$ cat src/rtl/core/whole_word_search_line_stats_defines.svh
// Assertion macros used by the whole-word search result queue.
`ifndef WHOLE_WORD_SEARCH_LINE_STATS_DEFINES_SVH
`define WHOLE_WORD_SEARCH_LINE_STATS_DEFINES_SVH

// Same-cycle implication, checked on every clk edge outside reset.
`define WWS_ASSERT_NOW(label, ante, cons, msg) \
  label: assert property (@(posedge clk) disable iff (!rst_n) (ante) |-> (cons)) \
    else $error(msg);

// Next-cycle implication, checked on every clk edge outside reset.
`define WWS_ASSERT_NEXT(label, ante, cons, msg) \
  label: assert property (@(posedge clk) disable iff (!rst_n) (ante) |=> (cons)) \
    else $error(msg);

`endif

$ cat src/rtl/core/wws_pkg.sv
// Shared constants, types and helpers for the whole-word search block.
package wws_pkg;

  localparam int DEF_MAX_WORD_CHARS = 16;
  localparam int DEF_CHUNK_BYTES    = 99;
  localparam int DEF_COUNT_BITS     = 20;

  localparam int POS_BITS      = 5;
  localparam int LEN_BITS      = 7;
  localparam int WIDX_BITS     = 6;
  localparam int CFG_IDX_BITS  = 2;
  localparam int CFG_DATA_BITS = 64;
  localparam int CHARS_BITS    = 128;

  localparam int OQ_DEPTH    = 4;
  localparam int OQ_PTR_BITS = 2;
  localparam int OQ_CNT_BITS = 3;

  localparam logic [7:0] NEWLINE = 8'h0A;

  localparam logic ACT_BYTE     = 1'b0;
  localparam logic ACT_END      = 1'b1;
  localparam logic KIND_MATCH   = 1'b0;
  localparam logic KIND_SUMMARY = 1'b1;

  typedef enum logic [CFG_IDX_BITS-1:0] {
    CFG_WORD_LENGTH = 2'd0,
    CFG_CHARS_LOW   = 2'd1,
    CFG_CHARS_HIGH  = 2'd2
  } cfg_idx_t;

  // Results pushed toward the output queue in one cycle; v1 only with v0.
  typedef struct packed {
    logic v0;
    logic v1;
  } push_t;

  // Payload width in bits for a result word, rounded up to whole bytes, derived from the counter width.
  function automatic int data_bits(input int count_bits);
    return ((4 * count_bits + WIDX_BITS + LEN_BITS + 7) / 8) * 8;
  endfunction

  function automatic logic is_letter(input logic [7:0] b);
    return ((b >= 8'h61) && (b <= 8'h7A)) || ((b >= 8'h41) && (b <= 8'h5A));
  endfunction

endpackage

$ cat src/rtl/core/whole_word_search_line_stats.sv
// With an empty queue, the first result word of an accepted input word shows on the output in the next cycle.
// Throughput: one text byte per cycle while in_tready is high; end of input with a pending match yields two words.
// The four-word result queue drops in_tready once it holds more than two words.
// Reset (rst_n low, synchronous) clears all counters, word state and the queue;
// search registers return to length 1 and zero letters. No clearing pass.
module whole_word_search_line_stats
  import wws_pkg::*;
#(
  parameter int MAX_WORD_CHARS = DEF_MAX_WORD_CHARS,
  parameter int CHUNK_BYTES    = DEF_CHUNK_BYTES,
  parameter int COUNT_BITS     = DEF_COUNT_BITS,
  parameter int DATA_BITS      = data_bits(COUNT_BITS)
) (
  input  logic                     clk,
  input  logic                     rst_n,
  input  logic                     cfg_we,
  input  logic [CFG_IDX_BITS-1:0]  cfg_index,
  input  logic [CFG_DATA_BITS-1:0] cfg_wdata,
  input  logic                     in_tvalid,
  output logic                     in_tready,
  input  logic [7:0]               in_tdata,   // text_byte
  input  logic                     in_tuser,   // action
  output logic                     out_tvalid,
  input  logic                     out_tready,
  // line_number, word_index, line_count, occurrences, longest_length,
  // longest_line, zero fill
  output logic [DATA_BITS-1:0]     out_tdata,
  output logic                     out_tuser,  // kind
  output logic                     out_tlast
);

  localparam int RES_W = DATA_BITS + 2;

  logic             in_fire;
  logic [RES_W-1:0] res0, res1, head;
  push_t            push;

  assign in_fire = in_tvalid && in_tready;

  wws_core #(
    .MAX_WORD_CHARS(MAX_WORD_CHARS),
    .CHUNK_BYTES   (CHUNK_BYTES),
    .COUNT_BITS    (COUNT_BITS),
    .RES_W         (RES_W)
  ) u_core (
    .clk      (clk),
    .rst_n    (rst_n),
    .cfg_we   (cfg_we),
    .cfg_index(cfg_index),
    .cfg_wdata(cfg_wdata),
    .in_fire  (in_fire),
    .in_action(in_tuser),
    .in_byte  (in_tdata),
    .res0     (res0),
    .res1     (res1),
    .push     (push)
  );

  wws_oq #(
    .RES_W(RES_W)
  ) u_oq (
    .clk       (clk),
    .rst_n     (rst_n),
    .res0      (res0),
    .res1      (res1),
    .push      (push),
    .space     (in_tready),
    .out_tvalid(out_tvalid),
    .out_tready(out_tready),
    .head      (head)
  );

  assign out_tdata = head[DATA_BITS-1:0];
  assign out_tuser = head[DATA_BITS];
  assign out_tlast = head[DATA_BITS+1];

endmodule

$ cat src/rtl/core/wws_core.sv
// Per-byte chunking, word matching and line statistics.
module wws_core
  import wws_pkg::*;
#(
  parameter int MAX_WORD_CHARS = DEF_MAX_WORD_CHARS,
  parameter int CHUNK_BYTES    = DEF_CHUNK_BYTES,
  parameter int COUNT_BITS     = DEF_COUNT_BITS,
  parameter int RES_W          = data_bits(COUNT_BITS) + 2
) (
  input  logic                     clk,
  input  logic                     rst_n,
  input  logic                     cfg_we,
  input  logic [CFG_IDX_BITS-1:0]  cfg_index,
  input  logic [CFG_DATA_BITS-1:0] cfg_wdata,
  input  logic                     in_fire,
  input  logic                     in_action,
  input  logic [7:0]               in_byte,
  output logic [RES_W-1:0]         res0,
  output logic [RES_W-1:0]         res1,
  output push_t                    push
);

  localparam int DATA_BITS = RES_W - 2;
  localparam int PAD_BITS  = DATA_BITS - 4 * COUNT_BITS - WIDX_BITS - LEN_BITS;
  localparam logic [COUNT_BITS-1:0] CNT_MAX = '1;
  localparam logic [WIDX_BITS-1:0]  WIDX_MAX = '1;

  logic [POS_BITS-1:0]   word_len_r;
  logic [CHARS_BITS-1:0] chars_r;

  logic [POS_BITS-1:0]   pos_r, pos_nxt;
  logic                  still_r, still_nxt;
  logic                  inword_r, inword_nxt;
  logic [WIDX_BITS-1:0]  wcnt_r, wcnt_nxt;
  logic [LEN_BITS-1:0]   clen_r, clen_nxt;
  logic [COUNT_BITS-1:0] ccnt_r, ccnt_nxt;
  logic [COUNT_BITS-1:0] mcnt_r, mcnt_nxt;
  logic [LEN_BITS-1:0]   blen_r, blen_nxt;
  logic [COUNT_BITS-1:0] bline_r, bline_nxt;

  logic                  is_end, letter, len_ok, chunk_close, word_close, hit;
  logic [COUNT_BITS-1:0] ccnt_a;
  logic [WIDX_BITS-1:0]  wcnt_a;
  logic                  inword_a, still_a;
  logic [POS_BITS-1:0]   pos_a;
  logic [LEN_BITS-1:0]   clen_inc, close_len;
  logic [7:0]            want;
  logic [DATA_BITS-1:0]  match_data, summ_data;
  logic [RES_W-1:0]      match_res, summ_res;

  always_ff @(posedge clk) begin
    if (!rst_n) begin
      word_len_r <= POS_BITS'(1);
      chars_r    <= '0;
    end else if (cfg_we) begin
      case (cfg_index)
        CFG_WORD_LENGTH: word_len_r <= cfg_wdata[POS_BITS-1:0];
        CFG_CHARS_LOW:   chars_r[CFG_DATA_BITS-1:0] <= cfg_wdata;
        CFG_CHARS_HIGH:  chars_r[CHARS_BITS-1:CFG_DATA_BITS] <= cfg_wdata;
        default: ;
      endcase
    end
  end

  assign is_end = (in_action == ACT_END);
  assign letter = is_letter(in_byte);
  assign len_ok = (word_len_r != '0) && (word_len_r <= POS_BITS'(MAX_WORD_CHARS));

  always_comb begin
    // open a chunk on its first byte
    if (!is_end && (clen_r == '0)) begin
      ccnt_a   = (ccnt_r == CNT_MAX) ? ccnt_r : ccnt_r + 1'b1;
      wcnt_a   = '0;
      inword_a = 1'b0;
    end else begin
      ccnt_a   = ccnt_r;
      wcnt_a   = wcnt_r;
      inword_a = inword_r;
    end
    pos_a   = pos_r;
    still_a = still_r;
    want    = chars_r[{pos_r[3:0], 3'b000} +: 8];
    if (!is_end && letter) begin
      if (!inword_a) begin
        pos_a   = '0;
        still_a = 1'b1;
        want    = chars_r[7:0];
      end
      if ((pos_a < word_len_r) && (pos_a < POS_BITS'(MAX_WORD_CHARS))) begin
        if (in_byte != want) still_a = 1'b0;
        pos_a = pos_a + 1'b1;
      end else begin
        still_a = 1'b0;
      end
      inword_a = 1'b1;
    end

    clen_inc    = clen_r + 1'b1;
    chunk_close = is_end ? (clen_r != '0)
                         : ((in_byte == NEWLINE) || (clen_inc >= LEN_BITS'(CHUNK_BYTES)));
    close_len   = is_end ? clen_r : clen_inc;
    word_close  = chunk_close || (!is_end && !letter);
    hit         = word_close && inword_a && still_a && len_ok && (pos_a == word_len_r);

    mcnt_nxt   = (hit && (mcnt_r != CNT_MAX)) ? mcnt_r + 1'b1 : mcnt_r;
    wcnt_nxt   = (word_close && inword_a && (wcnt_a != WIDX_MAX)) ? wcnt_a + 1'b1 : wcnt_a;
    inword_nxt = inword_a && !word_close;
    pos_nxt    = pos_a;
    still_nxt  = still_a;
    ccnt_nxt   = ccnt_a;
    clen_nxt   = chunk_close ? '0 : close_len;
    blen_nxt   = blen_r;
    bline_nxt  = bline_r;
    if (chunk_close && (close_len > blen_r)) begin
      blen_nxt  = close_len;
      bline_nxt = ccnt_a;
    end

    match_data = {{PAD_BITS{1'b0}}, COUNT_BITS'(0), LEN_BITS'(0), COUNT_BITS'(0),
                  COUNT_BITS'(0), wcnt_a, ccnt_a};
    summ_data  = {{PAD_BITS{1'b0}}, bline_nxt, blen_nxt, mcnt_nxt, ccnt_a,
                  WIDX_BITS'(0), COUNT_BITS'(0)};
    // result word: {last, kind, data}
    match_res  = {!is_end, KIND_MATCH, match_data};
    summ_res   = {1'b1, KIND_SUMMARY, summ_data};

    res0    = hit ? match_res : summ_res;
    res1    = summ_res;
    push.v0 = in_fire && (hit || is_end);
    push.v1 = in_fire && hit && is_end;
  end

  always_ff @(posedge clk) begin
    if (!rst_n || (in_fire && is_end)) begin
      pos_r    <= '0;
      still_r  <= 1'b1;
      inword_r <= 1'b0;
      wcnt_r   <= '0;
      clen_r   <= '0;
      ccnt_r   <= '0;
      mcnt_r   <= '0;
      blen_r   <= '0;
      bline_r  <= '0;
    end else if (in_fire) begin
      pos_r    <= pos_nxt;
      still_r  <= still_nxt;
      inword_r <= inword_nxt;
      wcnt_r   <= wcnt_nxt;
      clen_r   <= clen_nxt;
      ccnt_r   <= ccnt_nxt;
      mcnt_r   <= mcnt_nxt;
      blen_r   <= blen_nxt;
      bline_r  <= bline_nxt;
    end
  end

endmodule

$ cat src/rtl/core/wws_oq.sv
// Four-entry result queue that takes up to two words per cycle.
module wws_oq
  import wws_pkg::*;
#(
  parameter int RES_W = data_bits(DEF_COUNT_BITS) + 2
) (
  input  logic             clk,
  input  logic             rst_n,
  input  logic [RES_W-1:0] res0,
  input  logic [RES_W-1:0] res1,
  input  push_t            push,
  output logic             space,
  output logic             out_tvalid,
  input  logic             out_tready,
  output logic [RES_W-1:0] head
);

  `include "whole_word_search_line_stats_defines.svh"

  logic [RES_W-1:0]       mem_r [OQ_DEPTH];
  logic [OQ_PTR_BITS-1:0] wp_r, rp_r;
  logic [OQ_CNT_BITS-1:0] cnt_r, cnt_nxt, push_n;
  logic                   pop;

  assign push_n     = push.v1 ? OQ_CNT_BITS'(2) : (push.v0 ? OQ_CNT_BITS'(1) : '0);
  assign pop        = out_tvalid && out_tready;
  assign cnt_nxt    = cnt_r + push_n - OQ_CNT_BITS'(pop);
  // room for a full two-word burst
  assign space      = (cnt_r <= OQ_CNT_BITS'(OQ_DEPTH - 2));
  assign out_tvalid = (cnt_r != '0);
  assign head       = mem_r[rp_r];

  always_ff @(posedge clk) begin
    if (push.v0) mem_r[wp_r] <= res0;
    if (push.v1) mem_r[wp_r + 1'b1] <= res1;
  end

  always_ff @(posedge clk) begin
    if (!rst_n) begin
      wp_r  <= '0;
      rp_r  <= '0;
      cnt_r <= '0;
    end else begin
      wp_r  <= wp_r + push_n[OQ_PTR_BITS-1:0];
      rp_r  <= rp_r + OQ_PTR_BITS'(pop);
      cnt_r <= cnt_nxt;
    end
  end

  `WWS_ASSERT_NOW(a_cnt_bound, 1'b1, cnt_r <= OQ_CNT_BITS'(OQ_DEPTH), "result queue overflow")
  `WWS_ASSERT_NOW(a_push_room, push.v0, space, "result pushed without room for a burst")
  `WWS_ASSERT_NEXT(a_pop_drain, pop && !push.v0, cnt_r == $past(cnt_r) - 1'b1,
                   "queue count did not drop after a lone pop")

endmodule
$ cat config.mk
export PLATFORM = sky130hd
export DESIGN_NAME = whole_word_search_line_stats
export DESIGN_NICKNAME = d
export VERILOG_FILES = /design/src/rtl/core/wws_pkg.sv /design/src/rtl/core/whole_word_search_line_stats.sv /design/src/rtl/core/wws_core.sv /design/src/rtl/core/wws_oq.sv
export VERILOG_INCLUDE_DIRS = /design/src /design/src/rtl/core
export SDC_FILE = /design/constraint.sdc
export NUM_CORES = 1
export LEC_CHECK = 0
export BUFFER_PORTS_ARGS = -buffer_cell sky130_fd_sc_hd__buf_2
export CAP_MARGIN = 20
export CORE_MARGIN = 8
export CORE_UTILIZATION = 45
export CTS_CLUSTER_DIAMETER = 100
export DETAILED_ROUTE_END_ITERATION = 6
export GPL_TIMING_DRIVEN = 0
export PLACE_DENSITY = 0.75
export SLEW_MARGIN = 15
export SYNTH_ARGS = -nofsm -noshare
export SYNTH_HDL_FRONTEND = slang
export SYNTH_SLANG_ARGS = --single-unit
$ cat constraint.sdc
create_clock -name clk -period 7.3 [get_ports clk]
set_input_delay 1.46 -clock clk [delete_from_list [all_inputs] [get_ports clk]]
set_output_delay 1.46 -clock clk [all_outputs]
set_load 0.01 [all_outputs]
# [After elaboration in Yosys (flattened, before gate mapping)]
# Memories as Yosys holds them, arrays and structs flattened. A register that Yosys moved wholly into a read port is not among the register bits.
# Cells that the tools add are included.
[op_classes] addsub=10 order_cmp=10 n_eq_ne=8 n_shift=1 n_mux=30 reduce_logical=38
[op_table] op="$shiftx A128 B8 Y8" n=1
[op_table] op="$mux W98" n=1
[op_table] op="$mux W20" n=4
[op_table] op="$add A20 B1 Y20 const B" n=2
[op_table] op="$logic_and A1 B1 Y1" n=21
[op_table] op="$mux W7" n=3
[op_table] op="$eq A20 B20 Y1 const B" n=1
[op_table] op="$mux W5" n=4
[op_table] op="$ne A20 B20 Y1 const B" n=1
[op_table] op="$ge A8 B7 Y1 const B" n=2
[op_table] op="$le A8 B7 Y1 const B" n=2
[op_table] op="$mux W8" n=2
[op_table] op="$mux W1" n=12
[op_table] op="$mux W6" n=2
[op_table] op="$eq A8 B4 Y1 const B" n=1
[op_table] op="$ne A8 B8 Y1" n=1
[op_table] op="$add A7 B1 Y7 const B" n=1
[op_table] op="$ge A7 B7 Y1 const B" n=1
[op_table] op="$gt A7 B7 Y1" n=1
[op_table] op="$logic_not A7 Y1" n=1
[op_table] op="$reduce_bool A7 Y1" n=1
[op_table] op="$add A6 B1 Y6 const B" n=1
[op_table] op="$ne A6 B6 Y1 const B" n=1
[op_table] op="$reduce_and A2 Y1" n=3
[op_table] op="20 further kinds" n=27
[word_totals] regBits=227 mem_bits_rw=392 inputBits=80 out_inout_bits=100 wordCells=113 memories=1
[mem_list] name="u_oq.mem_r" depth=4 word_bits=98 read_ports=1 rd_clocked_by_memory_dff=1 wr=2 line="wws_oq.sv:20" rtl="logic [RES_W-1:0] mem_r [OQ_DEPTH];"

# [Longest topological paths before layout]
[depth] depth_word=18 depth_mapped=27 depth_no_buf=22

# [Modules after synthesis]
# From an unflattened synthesis, not the netlist that was laid out.
[unflattened] cells_unflattened=2630 area_unflattened_um2=32560.0
[modules_own_cells] module="wws_oq" instances=1 cells_per_inst=995 area_per_inst_um2=19473.7 seq_area_each_um2=11911.4
[modules_own_cells] module="wws_core" instances=1 cells_per_inst=1634 area_per_inst_um2=13080.0 seq_area_each_um2=4404.2
[modules_own_cells] module="whole_word_search_line_stats" instances=1 cells_per_inst=1 area_per_inst_um2=6.3 seq_area_each_um2=0.0

# [Worst setup path after synthesis]
# No wires, ideal clock.
[synth_path] path_type="input-to-reg" start="in in_tuser" end="mem u_oq.mem_r[2][26] (netlist name), enable pin" setup_time_ns=0.421 arrival_time_ns=6.967 required_ns=6.879 setup_slack_ns=-0.088 cell_stages=18 path_buffers=4 path_cell_list="or4b_4 o21ai_1 buf_2 buf_1 nor2_1 ha_1 and4_1 nor2b_1 a2111o_1 o21ai_1 mux2i_1 nand4b_1 or4_1 buf_2 nor3_1 a22oi_1 buf_2 inv_1"
[synth_lines] element="start, declared" line="whole_word_search_line_stats.sv:22" rtl="input logic in_tuser,"
[synth_lines] element="end, declared" line="wws_oq.sv:20"

# [Worst setup path after layout]
[layout_path] start="in in_tuser" end="reg u_oq.cnt_r[2]"
[layout_between] elab_chain_len=18 word_cells_on_any_way=36 cone_classes="add/sub (3); order compare (2); eq/ne (2); mux (15); reduce/logical (14)"
[layout_rtl] element="branches (longest 15 deep; another with $lt A5 B5 Y1)"
[layout_rtl] element="$mux W3 (*)" line="wws_oq.sv:25" rtl="assign push_n = push.v1 ? OQ_CNT_BITS'(2) : (push.v0 ? OQ_CNT_BITS'(1) : '0);"
[layout_rtl] element="$add A3 B3 Y3 (*)" line="wws_oq.sv:27" rtl="assign cnt_nxt = cnt_r + push_n - OQ_CNT_BITS'(pop);"
[layout_rtl] element="$sub A3 B1 Y3 (*)" line="wws_oq.sv:27"
[layout_rtl] element="end signal, assigned" line="wws_oq.sv:46" rtl="cnt_r <= cnt_nxt;"
[layout_rtl] element="end, declared" line="wws_oq.sv:22" rtl="logic [OQ_CNT_BITS-1:0] cnt_r, cnt_nxt, push_n;"
# Mark *: on every way between the ends. The select of a mux whose other input is x is not followed.
# A chain may end at the register's enable or synchronous reset.

==> impl_results.md <==
- Outcome: finished with violations
- Failing checks: design-rule violations
- Final Wtd Congestion: 0.962
- Yosys cell types: 83
- Synth async-reset ratio: 0%
- RSZ-0062 raised after global routing: false
- Antenna Nets Post-Route: 0
- EDFF count, synth: 268
- Vias: 23.3k
- DP Worst Slack: -1030 ps
- Slew Viols, Final: 0
- Antenna violations before repair: 7
- Clock skew: 70.3 ps
- Setup TNS: 0 ps
- Startpoint types: primary input
- Syn Std Cell Area: 28600 um^2
- Placed wire-length estimate: 60900 um
- Final Hold Viols: 0
- Sink Count: 607
- Gr usage total: 23.9%
- Initial Utilization: 45.4%
- Seq cells post-synth: 607
- Clock Path Buffers: 3
- Non-Filler Instances: 3895
- PwrDens: 257 nW/um^2
- Area of the multi-input gates: 12700 um^2
- Area growth, synth to finish: 15.4%
- Global-route wire length before repair: 134000 um
- Die X: 268 um
- Worst r2r dst: u_oq.cnt_r[2]$_SDFF_PN0_
- Worst Tran Pin Value: 1150 ps
- Post-route DRC: 6
- Worst EP arrival: 7600 ps
- Util after Layout: 52.4%
- Synth Flop Type: dfxtp_1
- Final setup violating endpoints: 0
- Mean Syn Cell Area: 10.5 um^2
- Reg2Reg Setup Slack: 370 ps
- Max-slew headroom: 22.8%
- FF+latch area: 14800 um^2
- Crit end category: flop
- Power Total: 8490 uW
- Vias in the first global route: 22.6k
- Fin crit share: 96.5%
- Routed vias/inst: 5.99
- Worst R2R Path Depth: 27
- Max Cap Viol: 0
- TritonRoute pass-1 iters: 7
- I/O pins: 180
- Row count: 92
- Pin count of the biggest net entering global routing: 41
- Period minus WS final: 7050 ps
- Leak: 0.0111 uW
- Die area: 71900 um^2
- Hold_buf cts: 0
- Setup ws final: 254 ps
- Synth Instances: 2734
- Hold WC Path Type: flop to flop
- Iteration-0 DRC count of the detailed router: 2829
- Worst vdd ir: 0.196 mV
- Fillers: 5509
- Nets: 3099
- Worst r2r src: u_core.clen_r[0]$_SDFFE_PP0P_
- CP Max Fanout: 10
- Core Area: 63000 um^2
- DRT Wirelength: 88600 um
- Wire per inst: 22.8 um
- GR Overflow Total: 0
- # port buffers: 175
- Inserted Clock Buffers: 61
- Critical path endpoint: u_oq.cnt_r[2]$_SDFF_PN0_
- CTS Root Cell: clkbuf_16
- DP Cell Count: 3770
- Worst skew pair latency: 670 ps
- CTS tree: yes
- Peak Freq: 0.142 GHz
- CTS clk-pin slew, worst paths: 60 ps
- Sequential-to-total area share from yosys stat: 51.8%
- Critical path class: primary input to flop
- Chip height: 268 um
- CTS H-tree depth: 2
- Critical path startpoint: in_tuser
- Ys Warns: 0
- Critical path data required time: 7850 ps
- Share of cells above drive strength 1: 16.0%
==> how the worst min path moves through the flow <==
stage,to,cells after the start,startpoint,slack [ps]
after floorplan,u_oq.mem_r[3][96]$_SDFFE_PP1P_,1,u_oq.mem_r[3][96]$_SDFFE_PP1P_,420
final,u_oq.mem_r[2][4]$_SDFFE_PP0P_,1,u_oq.mem_r[2][4]$_SDFFE_PP0P_,460
after detailed placement,u_oq.mem_r[2][16]$_SDFFE_PP0P_,1,u_oq.mem_r[2][16]$_SDFFE_PP0P_,440
after global routing,u_oq.mem_r[3][3]$_SDFFE_PP0P_,1,u_oq.mem_r[3][3]$_SDFFE_PP0P_,470
after CTS,u_oq.mem_r[1][97]$_SDFFE_PP1P_,2,u_oq.mem_r[1][97]$_SDFFE_PP1P_,450
after global placement,u_oq.mem_r[0][97]$_SDFFE_PP1P_,2,u_oq.mem_r[0][97]$_SDFFE_PP1P_,430
==> cell families after synthesis <==
family                   after synthesis  share of synthesized area [%]
AND/OR/NAND/NOR                      940                           14.4
XOR/XNOR                              56                           1.71
adder cells (fa/ha/maj)               24                           1.08
AO/OA/AOI/OAI                        623                           15.4
other                                  1                         0.0131
buffers and inverters                286                           4.04
flip-flops                           607                           51.8
multiplexers                         197                           11.5
==> registers in the layout, indices dropped and copies added (netlist names) <==
register and flops:
u_core.still_r 1, u_core.pos_r 5, u_oq.rp_r 2, u_core.mcnt_r 20
u_core.clen_r 7, u_core.ccnt_r 20, u_oq.cnt_r 3, u_oq.wp_r 2
u_core.chars_r 128, u_core.blen_r 7, u_core.word_len_r 5, u_core.bline_r 20
u_core.inword_r 1, u_oq.mem_r 380, u_core.wcnt_r 6
==> cells in the final DEF, fill, tap and decap left out, types with 52 or more instances in the layout <==
cell type / Yosys / final
a21boi_0: 131 / 131
nand3_1: 70 / 70
clkbuf_1: 173 / 180
nor2_1: 309 / 308
a22o_1: 52 / 52
edfxtp_1: 268 / 268
a31oi_1: 57 / 57
o21ai_0: 69 / 69
a21oi_1: 94 / 93
dfxtp_1: 339 / 339
nand2_1: 374 / 374
buf_2: 18 / 195
inv_1: 63 / 59
mux4_2: 103 / 103
clkbuf_16: 0 / 64
mux2i_1: 72 / 72
o2bb2ai_1: 56 / 56
==> area by class of cell <==
class	count	share of cell area, %
Clock inverter	21	0.868
Clock buffer	91	5.65
Buffer	222	2.80
Sequential cell	607	44.9
Multi-Input combinational cell	1843	38.4
Antenna cell	5	0.0379
Tap cell	846	3.21
Inverter	64	0.796
Timing Repair Buffer	196	3.35
==> layer usage <==
metal	global-route usage [%]	vias to the layer above	routed length, um
met5	0	-	26
met4	9.99	4	3790
met3	4.97	247	8970
met2	38.7	1287	41300
met1	31.1	11285	34500
li1	-	10495	-
==> cell usage after synthesis, types with 22 or more instances <==
cell type | instances | area, um^2
o21ai_0 | 69 | 345
a22oi_1 | 33 | 248
nor2_1 | 309 | 1160
and2_1 | 22 | 138
ha_1 | 23 | 288
nor3_1 | 34 | 170
xnor2_1 | 29 | 254
a22o_1 | 52 | 455
a21boi_0 | 131 | 983
mux2i_1 | 72 | 721
nand4_1 | 24 | 150
dfxtp_1 | 339 | 6790
clkbuf_1 | 173 | 649
a31oi_1 | 57 | 357
edfxtp_1 | 268 | 8050
a21oi_1 | 94 | 470
nand3_1 | 70 | 350
mux4_2 | 103 | 2320
xor2_1 | 27 | 236
or3_1 | 30 | 188
inv_1 | 63 | 236
o2bb2ai_1 | 56 | 490
nand2_1 | 374 | 1400
==> power by group <==
group          internal (uW)  switching [uW]  total, uW
combinational            569             900       1470
sequential              3650            54.7       3700
clock                   1910            1400       3310
==> stage by stage <==
step / hold slack, ps / instance area, um^2
5_1_grt: 469 / 33000
6_report: 458 / 33000
3_3_place_gp: 432 / 30600
2_1_floorplan: 420 / 28600
4_1_cts: 453 / 33000
3_5_place_dp: 441 / 30800
==> what timing repair did <==
| item | 4_1_cts | 5_1_grt |
|---|---|---|
| pin swaps | 1 | 0 |
| resized for setup | 10 | 4 |
| buffers inserted | 2 | 0 |
| setup endpoints to repair | 79 | 171 |
==> worst max-delay path, stage by stage <==
cell	delay, ps
buf_2	130
or4b_4	500
o21ai_1	180
buf_2	260
clkbuf_2	310
nor2_1	130
ha_1	310
and4_1	260
a21oi_1	360
o2111a_1	320
mux2_2	380
a211oi_1	240
a221oi_1	100
and4b_1	270
nand2_1	190
buf_2	300
clkbuf_4	330
nand2_1	80
a21oi_1	400
ha_1	230
inv_1	50
fa_1	360
xor2_1	170
xnor2_1	120
and2_1	150
No activity file was read; power rests on OpenSTA's default activity.
